==> src/hdl/sacl_pkg.sv <==
`timescale 1ns / 1ps

package sacl_pkg;

    localparam int DEF_NUM_SETS    = 64;
    localparam int DEF_NUM_WAYS    = 8;
    localparam int DEF_OFFSET_BITS = 6;
    localparam int DEF_TAG_BITS    = 52;

    localparam int ADDR_W = 64;
    localparam int CNT_W  = 40;
    localparam logic [CNT_W-1:0] CNT_MAX = {CNT_W{1'b1}};

    localparam int CFG_IDX_W  = 1;
    localparam int CFG_DATA_W = 1;
    localparam logic [CFG_IDX_W-1:0] CFG_REPLACE_FIFO = 1'd0;
    localparam logic [CFG_IDX_W-1:0] CFG_WRITE_BACK   = 1'd1;

    localparam logic FUNC_WRITE = 1'b1;

    typedef enum logic [1:0] {
        ST_CLEAR,
        ST_IDLE,
        ST_LOOKUP
    } state_t;

    typedef struct packed {
        logic hit;
        logic mem_read;
        logic mem_write_through;
        logic dirty_evict;
    } events_t;

    typedef struct packed {
        logic [CNT_W-1:0] accesses;
        logic [CNT_W-1:0] misses;
        logic [CNT_W-1:0] mem_reads;
        logic [CNT_W-1:0] mem_writes;
    } totals_t;

    function automatic logic [CNT_W-1:0] sat_inc(input logic [CNT_W-1:0] v);
        return (v == CNT_MAX) ? v : v + CNT_W'(1);
    endfunction

endpackage

==> src/hdl/sacl_stats.sv <==
`timescale 1ns / 1ps

module sacl_stats
    import sacl_pkg::*;
(
    input  logic    clk,
    input  logic    rst_n,
    input  logic    upd_en,
    input  events_t ev,
    output totals_t totals_next
);

    totals_t totals_reg;

    always_comb
    begin
        totals_next.accesses  = sat_inc(totals_reg.accesses);
        totals_next.misses    = ev.mem_read ? sat_inc(totals_reg.misses) : totals_reg.misses;
        totals_next.mem_reads = ev.mem_read ? sat_inc(totals_reg.mem_reads)
                                            : totals_reg.mem_reads;
        totals_next.mem_writes = (ev.mem_write_through || ev.dirty_evict)
                               ? sat_inc(totals_reg.mem_writes) : totals_reg.mem_writes;
    end

    always_ff @(posedge clk or negedge rst_n)
    begin
        if (!rst_n)
        begin
            totals_reg <= '0;
        end
        else if (upd_en)
        begin
            totals_reg <= totals_next;
        end
    end

endmodule

==> config.mk <==
export PLATFORM = sky130hd
export DESIGN_NAME = sacl_stats
export DESIGN_NICKNAME = d
export VERILOG_FILES = /design/src/hdl/sacl_pkg.sv /design/src/hdl/sacl_stats.sv
export SDC_FILE = /design/constraint.sdc
export NUM_CORES = 1
export LEC_CHECK = 0
export ABC_AREA = 1
export BUFFER_PORTS_ARGS = -buffer_cell sky130_fd_sc_hd__buf_2
export CAP_MARGIN = 20
export CORE_UTILIZATION = 50
export CTS_CLUSTER_DIAMETER = 100
export DETAILED_ROUTE_END_ITERATION = 16
export PLACE_DENSITY = 0.72
export RECOVER_POWER = 50
export SETUP_SLACK_MARGIN = 0.4
export SLEW_MARGIN = 25
export SYNTH_ARGS = -nofsm -noshare
export SYNTH_HDL_FRONTEND = slang
export SYNTH_SLANG_ARGS = --single-unit
==> constraint.sdc <==
create_clock -name clk -period 5.6 [get_ports clk]
set_input_delay 0 -clock clk [delete_from_list [all_inputs] [get_ports clk]]
set_output_delay 0 -clock clk [all_outputs]
set_load 0.1 [all_outputs]
==> results of run 1 <==
-- stage by stage --
step           area [um^2]  utilization (%)  hold WS (ns)  std cells  setup WS (ns)
2_1_floorplan        12610                -       -0.2956       2060          2.435
3_3_place_gp         13580            55.37      -0.03626       2488          2.682
3_5_place_dp         13580            55.37      -0.03475       2488          2.667
4_1_cts              14220            57.96       0.03675       2522          2.180
5_1_grt              14120            57.57       0.05949       2522          1.161
6_report             14120            57.57       0.05496       2522          1.596
-- cells by family (layout without fill, tap and decap cells) --
family          after synthesis  count (layout)
simple gates               1476            1476
buf+inv                     244             382
compound gates              128             128
xor+xnor                     48              48
fa+ha+maj                     4               4
flops                       160             160
-- layout by cell type, fill, tap and decap left out, types with 2 or more instances in the layout --
cell,n
nor3_2,2
ha_1,4
nor2_1,231
nor2_2,11
clkbuf_1,2
xor2_1,31
buf_2,163
dfrtp_1,160
nand3_1,165
nand4_1,47
dlygate4sd3_1,2
nand3_2,12
a31oi_1,10
nor3_1,28
and2_1,24
buf_4,6
xnor2_1,16
nand2_2,7
bufinv_16,2
clkbuf_16,17
nor2_4,3
or2_2,4
inv_8,4
inv_2,9
inv_1,164
o21ai_1,44
o21bai_1,5
o21ai_2,4
nand3_4,9
inv_6,6
o21ai_0,65
nand3b_1,20
nand2_1,908
-- power groups by stage --
| stage | sequential (uW) | clock (uW) | combinational [uW] |
|---|---|---|---|
| detailed placement | 1480 | 0 | 1890 |
| global route | 1490 | 1330 | 1990 |
| CTS | 1460 | 1280 | 1900 |
| global placement | 1480 | 0 | 1870 |
| finish | 1470 | 1260 | 1890 |
| floorplan | 1430 | 0 | 1610 |
-- metal layers --
metal,vias to the layer above,part of all wire [%],GRT usage [%]
met5,-,0,0
met4,0,1.6,7.204
met3,48,6.4,4.313
met2,494,47,49.41
met1,6172,45,39.33
li1,6754,-,-
-- final timing paths --
| check | startpoint | to | slack (ns) | depth (start not counted) |
|---|---|---|---|---|
| worst max-delay path | upd_en | totals_reg[72] | 1.60 | 6 |
| worst min-delay path | ev[1] | totals_reg[3] | 0.05 | 5 |
| worst max register to register | totals_reg[40] | totals_reg[43] | 2.36 | 11 |
| worst min register to register | totals_reg[78] | totals_reg[78] | 0.53 | 2 |
| max in group asynchronous | rst_n | totals_reg[77] | 2.24 | 3 |
| min in group asynchronous | rst_n | totals_reg[55] | 0.93 | 2 |
-- layout make-up --
cell class	instances	area (um^2)
sequential	160	4004
fill	2482	10410
clock buffer	17	425.4
multi-input combinational	1656	7535
inverter	175	659.4
timing repair buffer	175	904.6
clock inverter	15	190.2
tap	324	405.4
-- worst max-delay path: stages --
cell	delay (ns)
dlygate4sd3_1	0.56
buf_6	0.39
clkinvlp_2	1.52
clkbuf_1	1.33
nand2_1	0.26
o21ai_0	0.11
==> results.txt, run 1 <==
DRT antenna net count -> 0
length of the first detailed-routing pass in iterations -> 6
GRT Residual Overflow -> 0
total power -> 4613 uW
Final Hold Fails -> 0
CP Launch Type -> primary input
clock sink total -> 160
nets@finish -> 2196
Reg clk slew, reported paths -> 0.07 ns
post-synthesis xor/xnor area fraction -> 3.394%
Ys Warns -> 0
Clock power frac -> 27.3%
Diodes inserted -> 0
largest area contributor in the netlist -> dfrtp_1
Leak -> 0.007106 uW
Slew Viols, Final -> 150
CP Capture Type -> register
Placer Congestion -> 0.9445
Synth Flop Type -> dfrtp_1
syn_area_per_cell -> 6.120 um^2
Final TNS setup -> 0 ns
Post-Synth Adder-Cell Area -> 0.3970%
CTS tree -> done
ranking of synthesized cells by area -> dfrtp_1 (32%), nand2_1 (27%), nor2_1 (6.7%)
Buffers on Ports -> 165
Die Height -> 160.8 um
Layout area overhead -> 12.03%
Simple-Gate Fraction of Synth Area -> 51.23%
Yosys cell types -> 39
Vias -> 13470
combinational share of power -> 40.9%
Bufs on Longest Clock Path -> 2
Critical Path Fanout Max -> 60
Sequential Power Share -> 31.8%
Hold Path Class -> in2reg
EDFF count, synth -> 0
fin crit share -> 71.50%
max reg flops -> 160
Net Sw Frac -> 50.57%
Setup Skew -> 0.01814 ns
pwr/cell area -> 326.6 nW/um^2
WL final -> 37720 um
Die ar. -> 25850 um^2
Post-CTS Hold Buffers -> 2
Seq/Total Area, Yosys -> 31.76%
synth cell count leaders -> nand2_1 (905), nor2_1 (226), nand3_1 (164)
worst slew pin tran -> 2.642 ns
RSZ-0062 raised after global routing -> no
total CTS buffers -> 17
detail-routed via count per cell -> 5.340
Root Buffer -> clkbuf_16
synthesized instance count -> 2060
Max Freq -> 249.7 MHz
die width -> 160.8 um
CTS H-tree lvls -> 4
syn_nets -> 2071
Initial Util -> 51.39%
share of cells above drive strength 1 -> 12.33%
mapped cell area -> 12610 um^2
Internal -> 2280 uW
vias in the first global route -> 12070
Core Footprint -> 24530 um^2
outcome -> finished, violations left
Avg WL per Cell -> 14.96 um
most common cell in the netlist -> nand2_1
Synth Register Bits -> 160
WS Path Type -> in2reg
Final setup violation count -> 0
pin count of the biggest net entering global routing -> 92
Initial DRC Count -> 1189
failing checks -> max-capacitance violations, max-slew violations
Max VDD drop -> 399.0 uV
Required @ worst endpoint -> 5.81 ns
worst rel slew slack -> -76.13%
Global Route Usage Sum -> 29.27%
FFs w/ async S/R, synth -> 100.0%
max-cap check violation count -> 3
Psw -> 2333 uW
first-pass GRT wire length -> 61150 um
min Tclk post-route -> 4.004 ns
initial antenna violation count -> 0
Gates resized, CTS repair -> 0
drt drc -> 0
mux contribution to synthesized area -> 0%
Ports -> 167
# rows -> 57
top-area cell type share of the netlist area -> 31.76%
largest family of logic cells by synthesized area -> simple AND/OR/NAND/NOR gates
worst skew pair latency -> 0.45 ns
postcts setup bufs -> 0
WP data arrival -> 4.22 ns
hpwl dp -> 27580 um
Compound-Gate Fraction of Synth Area -> 5.399%
No activity file was read; power rests on OpenSTA's default activity.
==> run 2, diff against run 1 <==
==> constraint.sdc (replaced) <==
create_clock -name clk -period 4.2 [get_ports clk]
set_input_delay 0 -clock clk [delete_from_list [all_inputs] [get_ports clk]]
set_output_delay 0 -clock clk [all_outputs]
set_load 0.1 [all_outputs]
==> run 2 against run 1 <==
Net effect:
- register-to-register slack got worse by 1.2 ns
- the run still ends with max-capacitance violations, max-slew violations left
- design area decreased by 0.32%
- critical path type is now reg2out
- first-iteration DRC count decreased by 6.1%
- highest routed layer unchanged
- sequential power increased by 33%
- count of clock-buffer cells in the layout unchanged
- largest cell class unchanged
- via count decreased by 1.4%
==> results.txt, run 2 (same netlist as run 1, synthesis figures left out) <==
DRT antenna net count -> 0 (unchanged)
r2r endpoint -> totals_reg[121]
clock sink total -> 160 (unchanged)
Global Route Usage Sum -> 29.25% (about the same)
Die Height -> 160.8 um (unchanged)
RSZ-0062 raised after global routing -> no
GR Util met1 -> 39.25% (-0.081 points)
share of cells above drive strength 1 -> 12.20% (-0.13 points)
worst slack, placed -> 1.288 ns (-1.379 ns)
Core Footprint -> 24530 um^2 (unchanged)
Leak -> 0.007086 uW (-0.28%)
Reg clk slew, reported paths -> 0.07 ns (about the same)
pwr/cell area -> 426.3 nW/um^2 (+31%)
detail-routed via count per cell -> 5.269 (-1.3%)
commonest non-fill, non-tap cell in the layout -> nand2_1
Worst path most repeated cell -> nand2_2
WHS -> 0.05631 ns (+0.001342 ns)
worst skew pair latency -> 0.44 ns (about the same)
Diodes inserted -> 0 (unchanged)
initial antenna violation count -> 0 (unchanged)
first-pass GRT wire length -> 61140 um (about the same)
design area -> 14080 um^2 (-0.32%)
GRT Residual Overflow -> 0 (unchanged)
hold depth -> 5 (unchanged)
nets@finish -> 2196 (unchanged)
Hold Path Class -> in2reg
met2 Track Usage GR -> 48.41% (-1.0 points)
Placer Congestion -> 0.9465 (+0.21%)
R2R Setup Slk -> 1.11 ns (-1.25 ns)
min Tclk post-route -> 3.700 ns
die width -> 160.8 um (unchanged)
met3 Use GR -> 5.165% (+0.85 points)
Final Non-Filler Cells -> 2521 (-0.040%)
setup ws final -> 0.5003 ns (-1.095 ns)
length of the first detailed-routing pass in iterations -> 5 (-1)
Slowest-stage cell, CP -> nor2_1
placed inst area -> 13600 um^2 (about the same)
# rows -> 57 (unchanged)
Top Family by Delay on Critical Path -> simple AND/OR/NAND/NOR gates
max reg flops -> 160 (unchanged)
Reg area -> 4004 um^2 (unchanged)
Die ar. -> 25850 um^2 (unchanged)
WP data arrival -> 3.70 ns (-0.52 ns)
max-cap check violation count -> 1 (-2)
Setup Skew -> 0.02115 ns (+0.003009 ns)
Layout fillers -> 2506 (+0.97%)
Vias -> 13280 (-1.4%)
Initial Util -> 51.39% (unchanged)
WS Path Type -> reg2out
total CTS buffers -> 17 (unchanged)
worst rel slew slack -> -37.65% (+38 points)
Final Hold Fails -> 0 (unchanged)
Final setup violation count -> 0 (unchanged)
Root Buffer -> clkbuf_16
Critical Path Fanout Max -> 38 (-37%)
fin crit share -> 88.09%
Top Usage Layer GRT -> met2
Layout area overhead -> 11.67%
CP peak stage delay -> 0.55 ns (-0.97 ns)
area occupied by multi-input gates -> 7526 um^2 (-0.12%)
hpwl dp -> 27770 um (+0.69%)
Slew Viols, Final -> 76 (-49%)
Bufs on Longest Clock Path -> 2 (unchanged)
CP Launch Type -> register
drt drc -> 0 (unchanged)
depth of the worst register-to-register path -> 14 (+3)
postcts setup bufs -> 0 (unchanged)
crit path cell chain -> ha_1 -> nand2_2 -> nor2_1 -> nand2_2 -> inv_1 -> nand2_2 -> clkinv_2 -> nand2_2 -> nor2_4 -> inv_2 -> nand3_1 -> buf_2
pin count of the biggest net entering global routing -> 93 (+1.1%)
worst slew pin tran -> 2.065 ns (-0.5773 ns)
Required @ worst endpoint -> 4.20 ns (-1.61 ns)
most frequent cells in the layout -> nand2_1 (906), nor2_1 (233), inv_1 (165), nand3_1 (165), buf_2 (163)
CTS tree -> done
crit path from -> totals_reg[120]
Max Freq -> 270.3 MHz
Post-Place Cells -> 2488 (unchanged)
failing checks -> max-capacitance violations, max-slew violations
Avg WL per Cell -> 14.94 um (-0.12%)
Max VDD drop -> 678.9 uV (+70%)
WL final -> 37660 um (-0.16%)
Bufs and invs on worst path -> 4 (unchanged)
vias in the first global route -> 12210 (+1.1%)
CP Capture Type -> primary output
Worst setup endpoint -> totals_next[138]
Initial DRC Count -> 1116 (-6.1%)
Levels on crit path -> 12 (+6)
Reg-to-Reg Start -> totals_reg[120]
Final TNS setup -> 0 ns (unchanged)
Ports -> 167 (unchanged)
Buffers on Ports -> 165 (unchanged)
outcome -> finished, violations left
CTS H-tree lvls -> 4 (unchanged)
-- run 2: changes by cell type in the layout (fill, tap and decap cells not counted), moves of 3 or more --
cell / previous run / this run
clkinvlp_4: 1 / 8
o21ai_0: 65 / 70
inv_8: 4 / 0
o21ai_2: 4 / 1
-- run 2: layer usage --
| layer | vias up | share of wire (%) |
|---|---|---|
| met2 | 379 | 47 |
| met1 | 6097 | 46 |
| li1 | 6761 | - |
| met5 | - | 0 |
| met3 | 47 | 5.3 |
| met4 | 0 | 1.8 |
-- run 2: final cells by class --
cell class | instances | share of cell area, %
Inverter | 175 | 4.684
Clock inverter | 14 | 0.9509
Tap cell | 324 | 2.879
Multi-Input combinational cell | 1656 | 53.46
Timing Repair Buffer | 175 | 6.568
Clock buffer | 17 | 3.022
Sequential cell | 160 | 28.44
-- run 2: what timing repair did --
item	CTS	global route
gates resized for setup	0	0
hold endpoints to repair	97	0
hold buffers	2	0
-- run 2: stage by stage --
stage	util, %	power [uW]
global route	57.38	6257
floorplan	-	4050
detailed placement	55.42	4494
CTS	57.78	6052
finish	57.38	6002
global placement	55.42	4465
-- run 2: worst min path at each step --
stage          startpoint             end  slack [ns]
6_report            ev[1]   totals_reg[3]        0.06
5_1_grt             ev[1]   totals_reg[4]        0.07
4_1_cts             ev[1]   totals_reg[6]        0.04
3_5_place_dp        rst_n  totals_reg[53]        0.09
3_3_place_gp        rst_n  totals_reg[52]        0.08
2_1_floorplan       rst_n   totals_reg[0]       -0.30
-- run 2: report_power, final --
group,total [uW],switching [uW],internal [uW],leakage (uW)
Combinational,2500,2090,410,0.00470
Sequential,1950,234,1720,0.00214
Clock,1550,726,821,0.000247
Total,6000,3050,2950,0.00709
-- run 2: worst reg2reg max path: cells and delay by family, from the launching register on --
kind / cells / cell delay [ns]
AOI/OAI and AO/OA: 1 / 0.07
adders and majority gates: 1 / 0.36
buffers and inverters: 3 / 0.59
DFF: 1 / 0.52
and+or+nand+nor: 9 / 1.41
