<file path="config.mk">
export PLATFORM = sky130hd
export DESIGN_NAME = sacl_update
export DESIGN_NICKNAME = d
export VERILOG_FILES = /design/src/hdl/sacl_pkg.sv /design/src/hdl/sacl_update.sv
export SDC_FILE = /design/constraint.sdc
export NUM_CORES = 1
export LEC_CHECK = 0
export BUFFER_PORTS_ARGS = -buffer_cell sky130_fd_sc_hd__buf_2
export CORE_AREA = 2 2 363 365
export DETAILED_ROUTE_END_ITERATION = 7
export DIE_AREA = 0 0 365 367
export GPL_TIMING_DRIVEN = 1
export PLACE_DENSITY_LB_ADDON = 0.12
export RECOVER_POWER = 25
export SLEW_MARGIN = 25
export SYNTH_ARGS = -nofsm -noshare
export SYNTH_HDL_FRONTEND = slang
export SYNTH_SLANG_ARGS = --single-unit
</file>
<file path="constraint.sdc">
create_clock -name vclk -period 6.35
set_clock_uncertainty 0.1 [all_clocks]
set_input_delay 0.9525 -clock vclk [all_inputs]
set_output_delay 0.9525 -clock vclk [all_outputs]
set_load 0.05 [all_outputs]
</file>
<file path="src/hdl/sacl_pkg.sv">
`timescale 1ns / 1ps

package sacl_pkg;

    localparam int DEF_NUM_SETS    = 64;
    localparam int DEF_NUM_WAYS    = 8;
    localparam int DEF_OFFSET_BITS = 6;
    localparam int DEF_TAG_BITS    = 52;

    localparam int ADDR_W = 64;
    localparam int CNT_W  = 40;
    localparam logic [CNT_W-1:0] CNT_MAX = {CNT_W{1'b1}};

    localparam int CFG_IDX_W  = 1;
    localparam int CFG_DATA_W = 1;
    localparam logic [CFG_IDX_W-1:0] CFG_REPLACE_FIFO = 1'd0;
    localparam logic [CFG_IDX_W-1:0] CFG_WRITE_BACK   = 1'd1;

    localparam logic FUNC_WRITE = 1'b1;

    typedef enum logic [1:0] {
        ST_CLEAR,
        ST_IDLE,
        ST_LOOKUP
    } state_t;

    typedef struct packed {
        logic hit;
        logic mem_read;
        logic mem_write_through;
        logic dirty_evict;
    } events_t;

    typedef struct packed {
        logic [CNT_W-1:0] accesses;
        logic [CNT_W-1:0] misses;
        logic [CNT_W-1:0] mem_reads;
        logic [CNT_W-1:0] mem_writes;
    } totals_t;

    function automatic logic [CNT_W-1:0] sat_inc(input logic [CNT_W-1:0] v);
        return (v == CNT_MAX) ? v : v + CNT_W'(1);
    endfunction

endpackage

</file>
<file path="src/hdl/sacl_update.sv">
`timescale 1ns / 1ps

module sacl_update
    import sacl_pkg::*;
#(
    parameter int NUM_WAYS = 8,
    parameter int TAG_BITS = 52,
    parameter int WAY_W    = 3,
    parameter int SLOT_W   = 54,
    parameter int ROW_W    = 432
) (
    input  logic [ROW_W-1:0]    rd_row,
    input  logic [TAG_BITS-1:0] tag,
    input  logic                is_write,
    input  logic                replace_fifo,
    input  logic                write_back,
    output logic [ROW_W-1:0]    wr_row,
    output events_t             ev
);

    // slot layout: {dirty, valid, tag}
    logic [SLOT_W-1:0]   old_slot [NUM_WAYS];
    logic [NUM_WAYS-1:0] hit_vec;

    always_comb
    begin
        for (int j = 0; j < NUM_WAYS; j++)
        begin
            old_slot[j] = rd_row[j*SLOT_W +: SLOT_W];
            hit_vec[j]  = old_slot[j][TAG_BITS] && (old_slot[j][TAG_BITS-1:0] == tag);
        end
    end

    always_comb
    begin
        logic             hit;
        logic [WAY_W-1:0] way;
        logic             hit_dirty;
        logic             wb_write;
        logic             new_dirty;
        logic [SLOT_W-1:0] last;
        logic [SLOT_W-1:0] new_slot;

        hit       = 1'b0;
        way       = '0;
        hit_dirty = 1'b0;
        wb_write  = write_back && (is_write == FUNC_WRITE);
        last      = old_slot[NUM_WAYS-1];

        for (int j = NUM_WAYS - 1; j >= 0; j--)
        begin
            if (hit_vec[j])
            begin
                hit = 1'b1;
                way = WAY_W'(j);
            end
        end

        for (int j = 0; j < NUM_WAYS; j++)
        begin
            if (way == WAY_W'(j))
            begin
                hit_dirty = old_slot[j][TAG_BITS+1];
            end
        end

        new_dirty = hit ? (hit_dirty || wb_write) : wb_write;
        new_slot  = {new_dirty, 1'b1, tag};

        for (int j = 0; j < NUM_WAYS; j++)
        begin
            if (hit && replace_fifo)
            begin
                if (way == WAY_W'(j))
                begin
                    wr_row[j*SLOT_W +: SLOT_W] = {new_dirty, old_slot[j][TAG_BITS:0]};
                end
                else
                begin
                    wr_row[j*SLOT_W +: SLOT_W] = old_slot[j];
                end
            end
            else if (j == 0)
            begin
                wr_row[j*SLOT_W +: SLOT_W] = new_slot;
            end
            else if (!hit || (WAY_W'(j) <= way))
            begin
                wr_row[j*SLOT_W +: SLOT_W] = old_slot[(j > 0) ? j - 1 : 0];
            end
            else
            begin
                wr_row[j*SLOT_W +: SLOT_W] = old_slot[j];
            end
        end

        ev.hit               = hit;
        ev.mem_read          = !hit;
        ev.mem_write_through = !write_back && (is_write == FUNC_WRITE);
        ev.dirty_evict       = write_back && !hit && last[TAG_BITS] && last[TAG_BITS+1];
    end

endmodule

</file>
==> results of run 1 <==
## area by class of cell
class	instances	area, µm²
repair buffers	1088	6640
diodes	12	30.0
fillers	15300	109000
well taps	1755	2200
multi-input cells	1409	12000
inverters	41	154
## metrics by stage
stage	instances	area [µm²]	utilization	hold WS (ns)
global placement	4293	21100	0.162	2.20
detailed placement	4293	21100	0.162	2.20
floorplan	1549	12700	-	1.98
global route	4294	21000	0.161	2.25
finish	4305	21000	0.161	2.23
CTS	4293	21100	0.162	2.20
## layer usage
layer | up-vias | track usage
met5 | - | 0
met4 | 26 | 0.0719
met3 | 170 | 0.0288
met2 | 897 | 0.447
met1 | 8874 | 0.287
li1 | 7740 | -
## how the worst min path moves through the flow
stage	startpoint	endpoint	slack, ns	depth (start not counted)
final	rd_row[32]	wr_row[86]	2.23	3
after global placement	write_back	ev[1]	2.20	3
after floorplan	write_back	ev[1]	1.98	1
after detailed placement	write_back	ev[1]	2.20	3
after global routing	rd_row[24]	wr_row[78]	2.25	3
after CTS	write_back	ev[1]	2.20	3
## cell usage in the layout (no fill, tap or decap), types with 53 or more instances in the layout
cell / count
nor4_1: 96
buf_12: 62
buf_4: 145
xor2_1: 188
nand2b_1: 97
mux2_2: 352
buf_2: 797
clkbuf_1: 77
nand4_1: 101
nand2_1: 53
xnor2_1: 167
## kinds of logic after synthesis
family,count (synthesis),share of synthesized area
buffers and inverters,140,0.0559
AND/OR/NAND/NOR,546,0.261
multiplexers,412,0.381
AO/OA/AOI/OAI,96,0.0561
XOR/XNOR,355,0.246
## synthesized netlist by cell type, types with 3 or more instances
library cell and n:
a2111oi_0 4, nand2b_1 97, xnor2_1 167, nand4_1 101, xor2_1 188, nor2_1 30
nor4b_1 11, nand3b_1 4, buf_6 3, nand3_1 32, a21oi_1 13, o22ai_1 5
or4_1 15, o21ai_0 22, or3_1 3, nor4_1 97, mux2_4 49, nand4b_1 10
clkbuf_1 19, nor3_1 26, o21a_1 6, mux2_2 362, buf_8 5, nor2b_1 22
buf_2 65, o31a_1 4, or4b_2 4, o2111ai_1 12, inv_1 41, and4_1 5
or2_2 9, buf_4 6, or3b_2 9, nand2_1 54
## power by group
group	switching [W]	leakage, nW	internal [W]
Combinational	0.00155	8.89	0.000594
Clock	0	0.0000761	0.0000000000558
Sequential	0	0	0
## worst max-delay path: cells and delay by family
kind	cells	cell delay, ns
mux	1	0.38
compound gates	1	0.06
simple gates	5	1.76
buf+inv	4	1.52
xor+xnor	1	0.22
==> key figures, run 1 <==
Status
  – Outcome: finished clean

Route
  – Drt first pass iters: 5
  – Wire length on met3: 8240 µm
  – Routed WL: 170000 µm
  – ANT nets after route: 0
  – M1 WL: 68600 µm
  – Via density: 4.11
  – Routed wire per std cell: 39.4 µm
  – Top Layer Used: met5
  – WL met2: 86600 µm
  – Residual DRC: 0
  – Starting DRT DRC Count: 1003
  – Vias: 17700

Global routing
  – Vias in the first global route: 18500
  – First-pass GRT wire length: 209000 µm
  – Largest net degree at the start of global routing: 40
  – GRT Resource Usage Total: 0.241
  – Remaining global-route overflow: 0
  – Initial antenna violation count: 55

Timing
  – Final Cycle Share: 0.950
  – Setup ws final: 0.320 ns
  – RSZ-0062 raised after global routing: false
  – Actual slew at the worst max-slew pin: 0.883 ns
  – Slew Viols, Final: 0
  – Fmax: 166 MHz
  – Final Hold Fails: 0
  – Slew headroom: 0.412
  – Final Setup Violations: 0
  – Crit path time final: 6.03 ns
  – Setup TNS Final: 0 ns

Finish
  – Nets: 3027
  – Sequential cell count: 0
  – Area Growth Syn to Fin: 66.2%
  – Final-layout clock buffer total: 0
  – FF/Latch Area: 0 µm²
  – Share of cells above drive strength 1: 0.571

Floorplanning
  – DIE WIDTH: 365 µm
  – Core area: 0.130 mm²
  – Starting Density: 0.0970
  – Std-Cell Rows: 133
  – Die area: 0.134 mm²
  – IO Pins: 923
  – Die height: 367 µm

Worst setup path
  – Crit path launch type: input port
  – Critical Path Fanout Max: 24
  – Critical Path Start: tag[48]
  – Crit end category: output port
  – Max stage delay on crit path: 0.57 ns
  – WP data arrival: 4.98 ns
  – Slowest-stage cell, CP: or4_1
  – Setup CP Type: input port to output port
  – Last element of the critical path: wr_row[124]
  – Cell Chain, Critical Path: buf_2 -> xnor2_1 -> nand3_1 -> or4b_1 -> or3_1 -> or4_1 -> nand2b_1 -> buf_4 -> a21oi_4 -> clkbuf_2 -> mux2_2 -> clkbuf_1
  – Required time worst endpoint: 5.30 ns

Clocking
  – # hold bufs at CTS: 0
  – Post-CTS sizing: 0
  – Post-CTS setup buffers: 0

Synthesis
  – Seq/Total Area, Yosys: 0
  – Synth warn: 0
  – Largest area contributor in the netlist: mux2_2
  – Net count after synthesis: 2036
  – Mapped cell area: 0.0127 mm²
  – Syn Inst Count: 1549
  – Synth Area per Inst: 8.17 µm²
  – Library cells used by synthesis: 73
  – Synth area leaders: mux2_2 (32%), xor2_1 (13%), xnor2_1 (12%)
  – Yosys top cell area share: 0.322

Hold path
  – Worst Hold Class: input port to output port

Pwr
  – Max VDD drop: 42.9 µV
  – Cell Pwr Density: 102 mW/mm²
  – Leak Pwr: 8.89 nW
  – Total chip power: 0.00215 W

Job
  – Number of max-cap violations: 0

Place
  – DP HPWL: 154000 µm
  – Pre-CTS WS: 0.373 ns
  – Gpl congestion: 0.912
  – Buffers on Ports: 923
No activity file was read; power rests on OpenSTA's default activity.
==> run 2, diff against run 1 <==
- BUFFER_PORTS_ARGS: -buffer_cell sky130_fd_sc_hd__buf_2 -> default
- CORE_AREA: 2 2 363 365 -> 2 2 355 357
- DIE_AREA: 0 0 365 367 -> 0 0 357 359
- DONT_BUFFER_PORTS: default -> 1
==> run 2 against run 1 <==
  * The run now ends with capacitance limit, slew limit left
  * Count of clock-buffer cells in the layout unchanged
  * Combinational power decreased by 37%
  * Non-clock buffer count decreased by 1004
  * Fmax increased by 0.67%
  * Sequential share of layout area unchanged
  * First-iteration DRC count decreased by 3.4%
  * Critical path depth decreased by 1
  * Total power decreased by 37%
  * Hold slack got worse by 0.25 ns
==> key figures, run 2 (synthesized netlist as in run 1, its figures left out) <==
Status
  – Outcome: finished with violations
  – Failing checks: capacitance limit, slew limit

Timing
  – Final Cycle Share: 0.943
  – Crit path time final: 5.99 ns
  – Final Setup Violations: 0
  – Fmax: 167 MHz
  – Final Hold Fails: 0
  – Setup TNS Final: 0 ns
  – RSZ-0062 raised after global routing: false
  – Slew Viols, Final: 57
  – Slew headroom: -0.117
  – Actual slew at the worst max-slew pin: 1.68 ns

Floorplanning
  – DIE WIDTH: 357 µm
  – Die area: 0.128 mm²
  – IO Pins: 923
  – Starting Density: 0.102
  – Core area: 0.125 mm²
  – Die height: 359 µm
  – Std-Cell Rows: 130

Route
  – Vias: 14300
  – Via density: 4.44
  – Routed WL: 160000 µm
  – Routed wire per std cell: 50.0 µm
  – Residual DRC: 0
  – Drt first pass iters: 5
  – Starting DRT DRC Count: 969
  – ANT nets after route: 0

Worst setup path
  – WP data arrival: 4.94 ns
  – Crit end category: output port
  – Setup CP Type: input port to output port
  – Critical Path Start: tag[33]
  – Critical Path Fanout Max: 12
  – Last element of the critical path: wr_row[67]
  – Crit path launch type: input port
  – Required time worst endpoint: 5.30 ns

Finish
  – Final-layout clock buffer total: 0
  – Sequential cell count: 0
  – Area Growth Syn to Fin: 19.4%
  – FF/Latch Area: 0 µm²
  – Most used cells in the layout excluding fill and tap cells: mux2_2 (267), xor2_1 (188), xnor2_1 (167)
  – Footprint of the multi-input gates: 0.0120 mm²
  – FILL cells: 14400
  – Nets: 2023
  – Most common cell after layout, fill and taps aside: mux2_2
  – Share of cells above drive strength 1: 0.282

Place
  – Gpl congestion: 0.863
  – DP HPWL: 141000 µm
  – Buffers on Ports: 0

Clocking
  – Post-CTS setup buffers: 0
  – Post-CTS sizing: 0
  – # hold bufs at CTS: 0

Pwr
  – Max VDD drop: 27.3 µV
  – Total chip power: 0.00136 W
  – Leak Pwr: 4.80 nW
  – Cell Pwr Density: 89.8 mW/mm²

Hold path
  – Worst Hold Class: input port to output port
  – HP Start: write_back

Global routing
  – GRT Resource Usage Total: 0.237
  – First-pass GRT wire length: 192000 µm
  – Initial antenna violation count: 52
  – Largest net degree at the start of global routing: 57
  – Vias in the first global route: 14700
  – Remaining global-route overflow: 0

Job
  – Number of max-cap violations: 1
==> run 2: worst max-delay path: stages <==
cell	delay, ns
xor2_1	0.19
or2_1	0.31
or4b_1	0.51
or3_1	0.38
or4_1	0.71
nand2b_1	0.25
or2_0	0.43
a21oi_4	0.18
buf_12	0.19
o21ai_1	0.12
clkbuf_1	0.63
==> run 2: worst min-delay path by stage <==
stage	end	cells after the start
floorplan	ev[1]	1
global placement	ev[1]	1
detailed placement	ev[1]	1
CTS	ev[1]	1
global route	ev[1]	1
finish	ev[1]	1
==> run 2: final cells by class <==
cell class	count	share of cell area
repair buffers	84	0.0520
diodes	25	0.00414
well taps	1650	0.137
inverters	41	0.0102
multi-input cells	1409	0.797
==> run 2: power by group <==
part / total (W) / switching [W] / internal [W] / leakage (nW)
clock: 0.000000000548 / 0 / 0.000000000548 / 0.000158
sequential: 0 / 0 / 0 / 0
combinational: 0.00136 / 0.00101 / 0.000351 / 4.80
total: 0.00136 / 0.00101 / 0.000351 / 4.80
==> run 2: routing by layer <==
layer | GRT usage | wire length, µm | vias up
li1 | - | - | 5733
met3 | 0.0664 | 14000 | 209
met5 | 0 | 160 | -
met4 | 0.0805 | 7120 | 24
met2 | 0.443 | 82300 | 1053
met1 | 0.252 | 56800 | 7245
==> run 2: metrics by stage <==
step                hold WS (ns)  worst slack, ns  cells  utilization  instance area, µm²
floorplan                   1.98            0.697   1549            -               12700
global placement            1.98            0.430   3183        0.121               15100
detailed placement          1.99            0.633   3184        0.121               15100
CTS                         1.99            0.627   3184        0.121               15100
global route                1.99            0.259   3193        0.121               15100
finish                      1.99            0.361   3209        0.121               15100
==> run 3, diff against run 2 <==
- CORE_AREA: 2 2 355 357 -> 2 2 361 363
- DIE_AREA: 0 0 357 359 -> 0 0 363 365
==> run 3 against run 2 <==
  * Total power grew 1.5%
  * The run now ends clean
  * Wire length grew 1.4%
  * Die area grew 3.4%
  * Highest routed layer unchanged
==> key figures, run 3 (synthesized netlist as in run 1, its figures left out) <==
Place
  – DP HPWL: 145000 µm
  – Pre-CTS WS: 0.460 ns
  – Buffers on Ports: 0
  – Gpl congestion: 0.904

Pwr
  – Max VDD drop: 28.7 µV
  – Total chip power: 0.00138 W
  – Leak Pwr: 4.87 nW
  – Cell Pwr Density: 90.0 mW/mm²

Global routing
  – Remaining global-route overflow: 0
  – GRT Resource Usage Total: 0.232
  – First-pass GRT wire length: 193000 µm
  – Largest net degree at the start of global routing: 57
  – Initial antenna violation count: 51
  – Vias in the first global route: 14700

Floorplanning
  – DIE WIDTH: 363 µm
  – IO Pins: 923
  – Std-Cell Rows: 132
  – Starting Density: 0.0984
  – Die height: 365 µm
  – Core area: 0.129 mm²
  – Die area: 0.132 mm²

Route
  – Starting DRT DRC Count: 964
  – Vias: 14200
  – Drt first pass iters: 5
  – Residual DRC: 0
  – Routed WL: 163000 µm
  – Routed wire per std cell: 50.2 µm
  – Via density: 4.38
  – ANT nets after route: 0

Finish
  – Nets: 2032
  – Most used cells in the layout excluding fill and tap cells: mux2_2 (267), xor2_1 (188), xnor2_1 (167)
  – Area Growth Syn to Fin: 20.8%
  – Share of cells above drive strength 1: 0.286
  – Final-layout clock buffer total: 0
  – FF/Latch Area: 0 µm²
  – Most common cell after layout, fill and taps aside: mux2_2
  – Sequential cell count: 0

Timing
  – Final Cycle Share: 0.963
  – Slew headroom: 0.236
  – Setup ws final: 0.236 ns
  – Setup TNS Final: 0 ns
  – Worst-case hold slack: 1.99 ns
  – Actual slew at the worst max-slew pin: 1.14 ns
  – Final Hold Fails: 0
  – Final Setup Violations: 0
  – RSZ-0062 raised after global routing: false
  – Crit path time final: 6.11 ns
  – Slew Viols, Final: 0
  – Fmax: 164 MHz

Worst setup path
  – Critical Path Fanout Max: 17
  – Critical Path Start: tag[50]
  – Crit end category: output port
  – Crit path launch type: input port
  – Required time worst endpoint: 5.30 ns
  – Setup CP Type: input port to output port
  – WP data arrival: 5.06 ns
  – Last element of the critical path: wr_row[90]

Clocking
  – Post-CTS sizing: 0
  – Post-CTS setup buffers: 0
  – # hold bufs at CTS: 0

Hold path
  – Worst Hold Class: input port to output port

Status
  – Outcome: finished clean

Job
  – Number of max-cap violations: 0
-- run 3: routing by layer --
metal / GRT usage / part of all wire
met5: 0 / 0.00074
met4: 0.0609 / 0.034
met3: 0.0602 / 0.077
met2: 0.442 / 0.52
met1: 0.250 / 0.37
-- run 3: stage by stage --
| stage | area, µm² | instances | utilization |
|---|---|---|---|
| 5_1_grt | 15200 | 3223 | 0.119 |
| 2_1_floorplan | 12700 | 1549 | - |
| 6_report | 15300 | 3240 | 0.119 |
| 4_1_cts | 15300 | 3218 | 0.119 |
| 3_5_place_dp | 15300 | 3218 | 0.119 |
| 3_3_place_gp | 15300 | 3218 | 0.119 |
-- run 3: worst min path at each step --
stage | startpoint | to | cells after the start
CTS | write_back | ev[1] | 1
global route | write_back | ev[1] | 1
detailed placement | write_back | ev[1] | 1
global placement | write_back | ev[1] | 1
finish | write_back | ev[1] | 1
floorplan | write_back | ev[1] | 1
-- run 3: layout make-up --
cell class / instances / area, µm²
Fill cell: 14700 / 113000
Multi-Input combinational cell: 1409 / 12000
Tap cell: 1675 / 2100
Antenna cell: 22 / 55.1
Inverter: 41 / 154
Timing Repair Buffer: 93 / 945
-- run 3: critical path, stage by stage --
cell and delay, ns:
xnor2_1 0.65, nand4_1 0.28, nor4_1 0.39, nand4_1 0.48
o31ai_1 0.48, nand3b_1 0.23, or2_0 0.46, a21oi_4 0.30
buf_4 0.30, mux2_2 0.32, buf_12 0.16
-- run 3: report_power, final --
part | switching (W) | internal, W | leakage [nW]
combinational | 0.00102 | 0.000360 | 4.87
clock | 0 | 0.000000000509 | 0.000139
sequential | 0 | 0 | 0
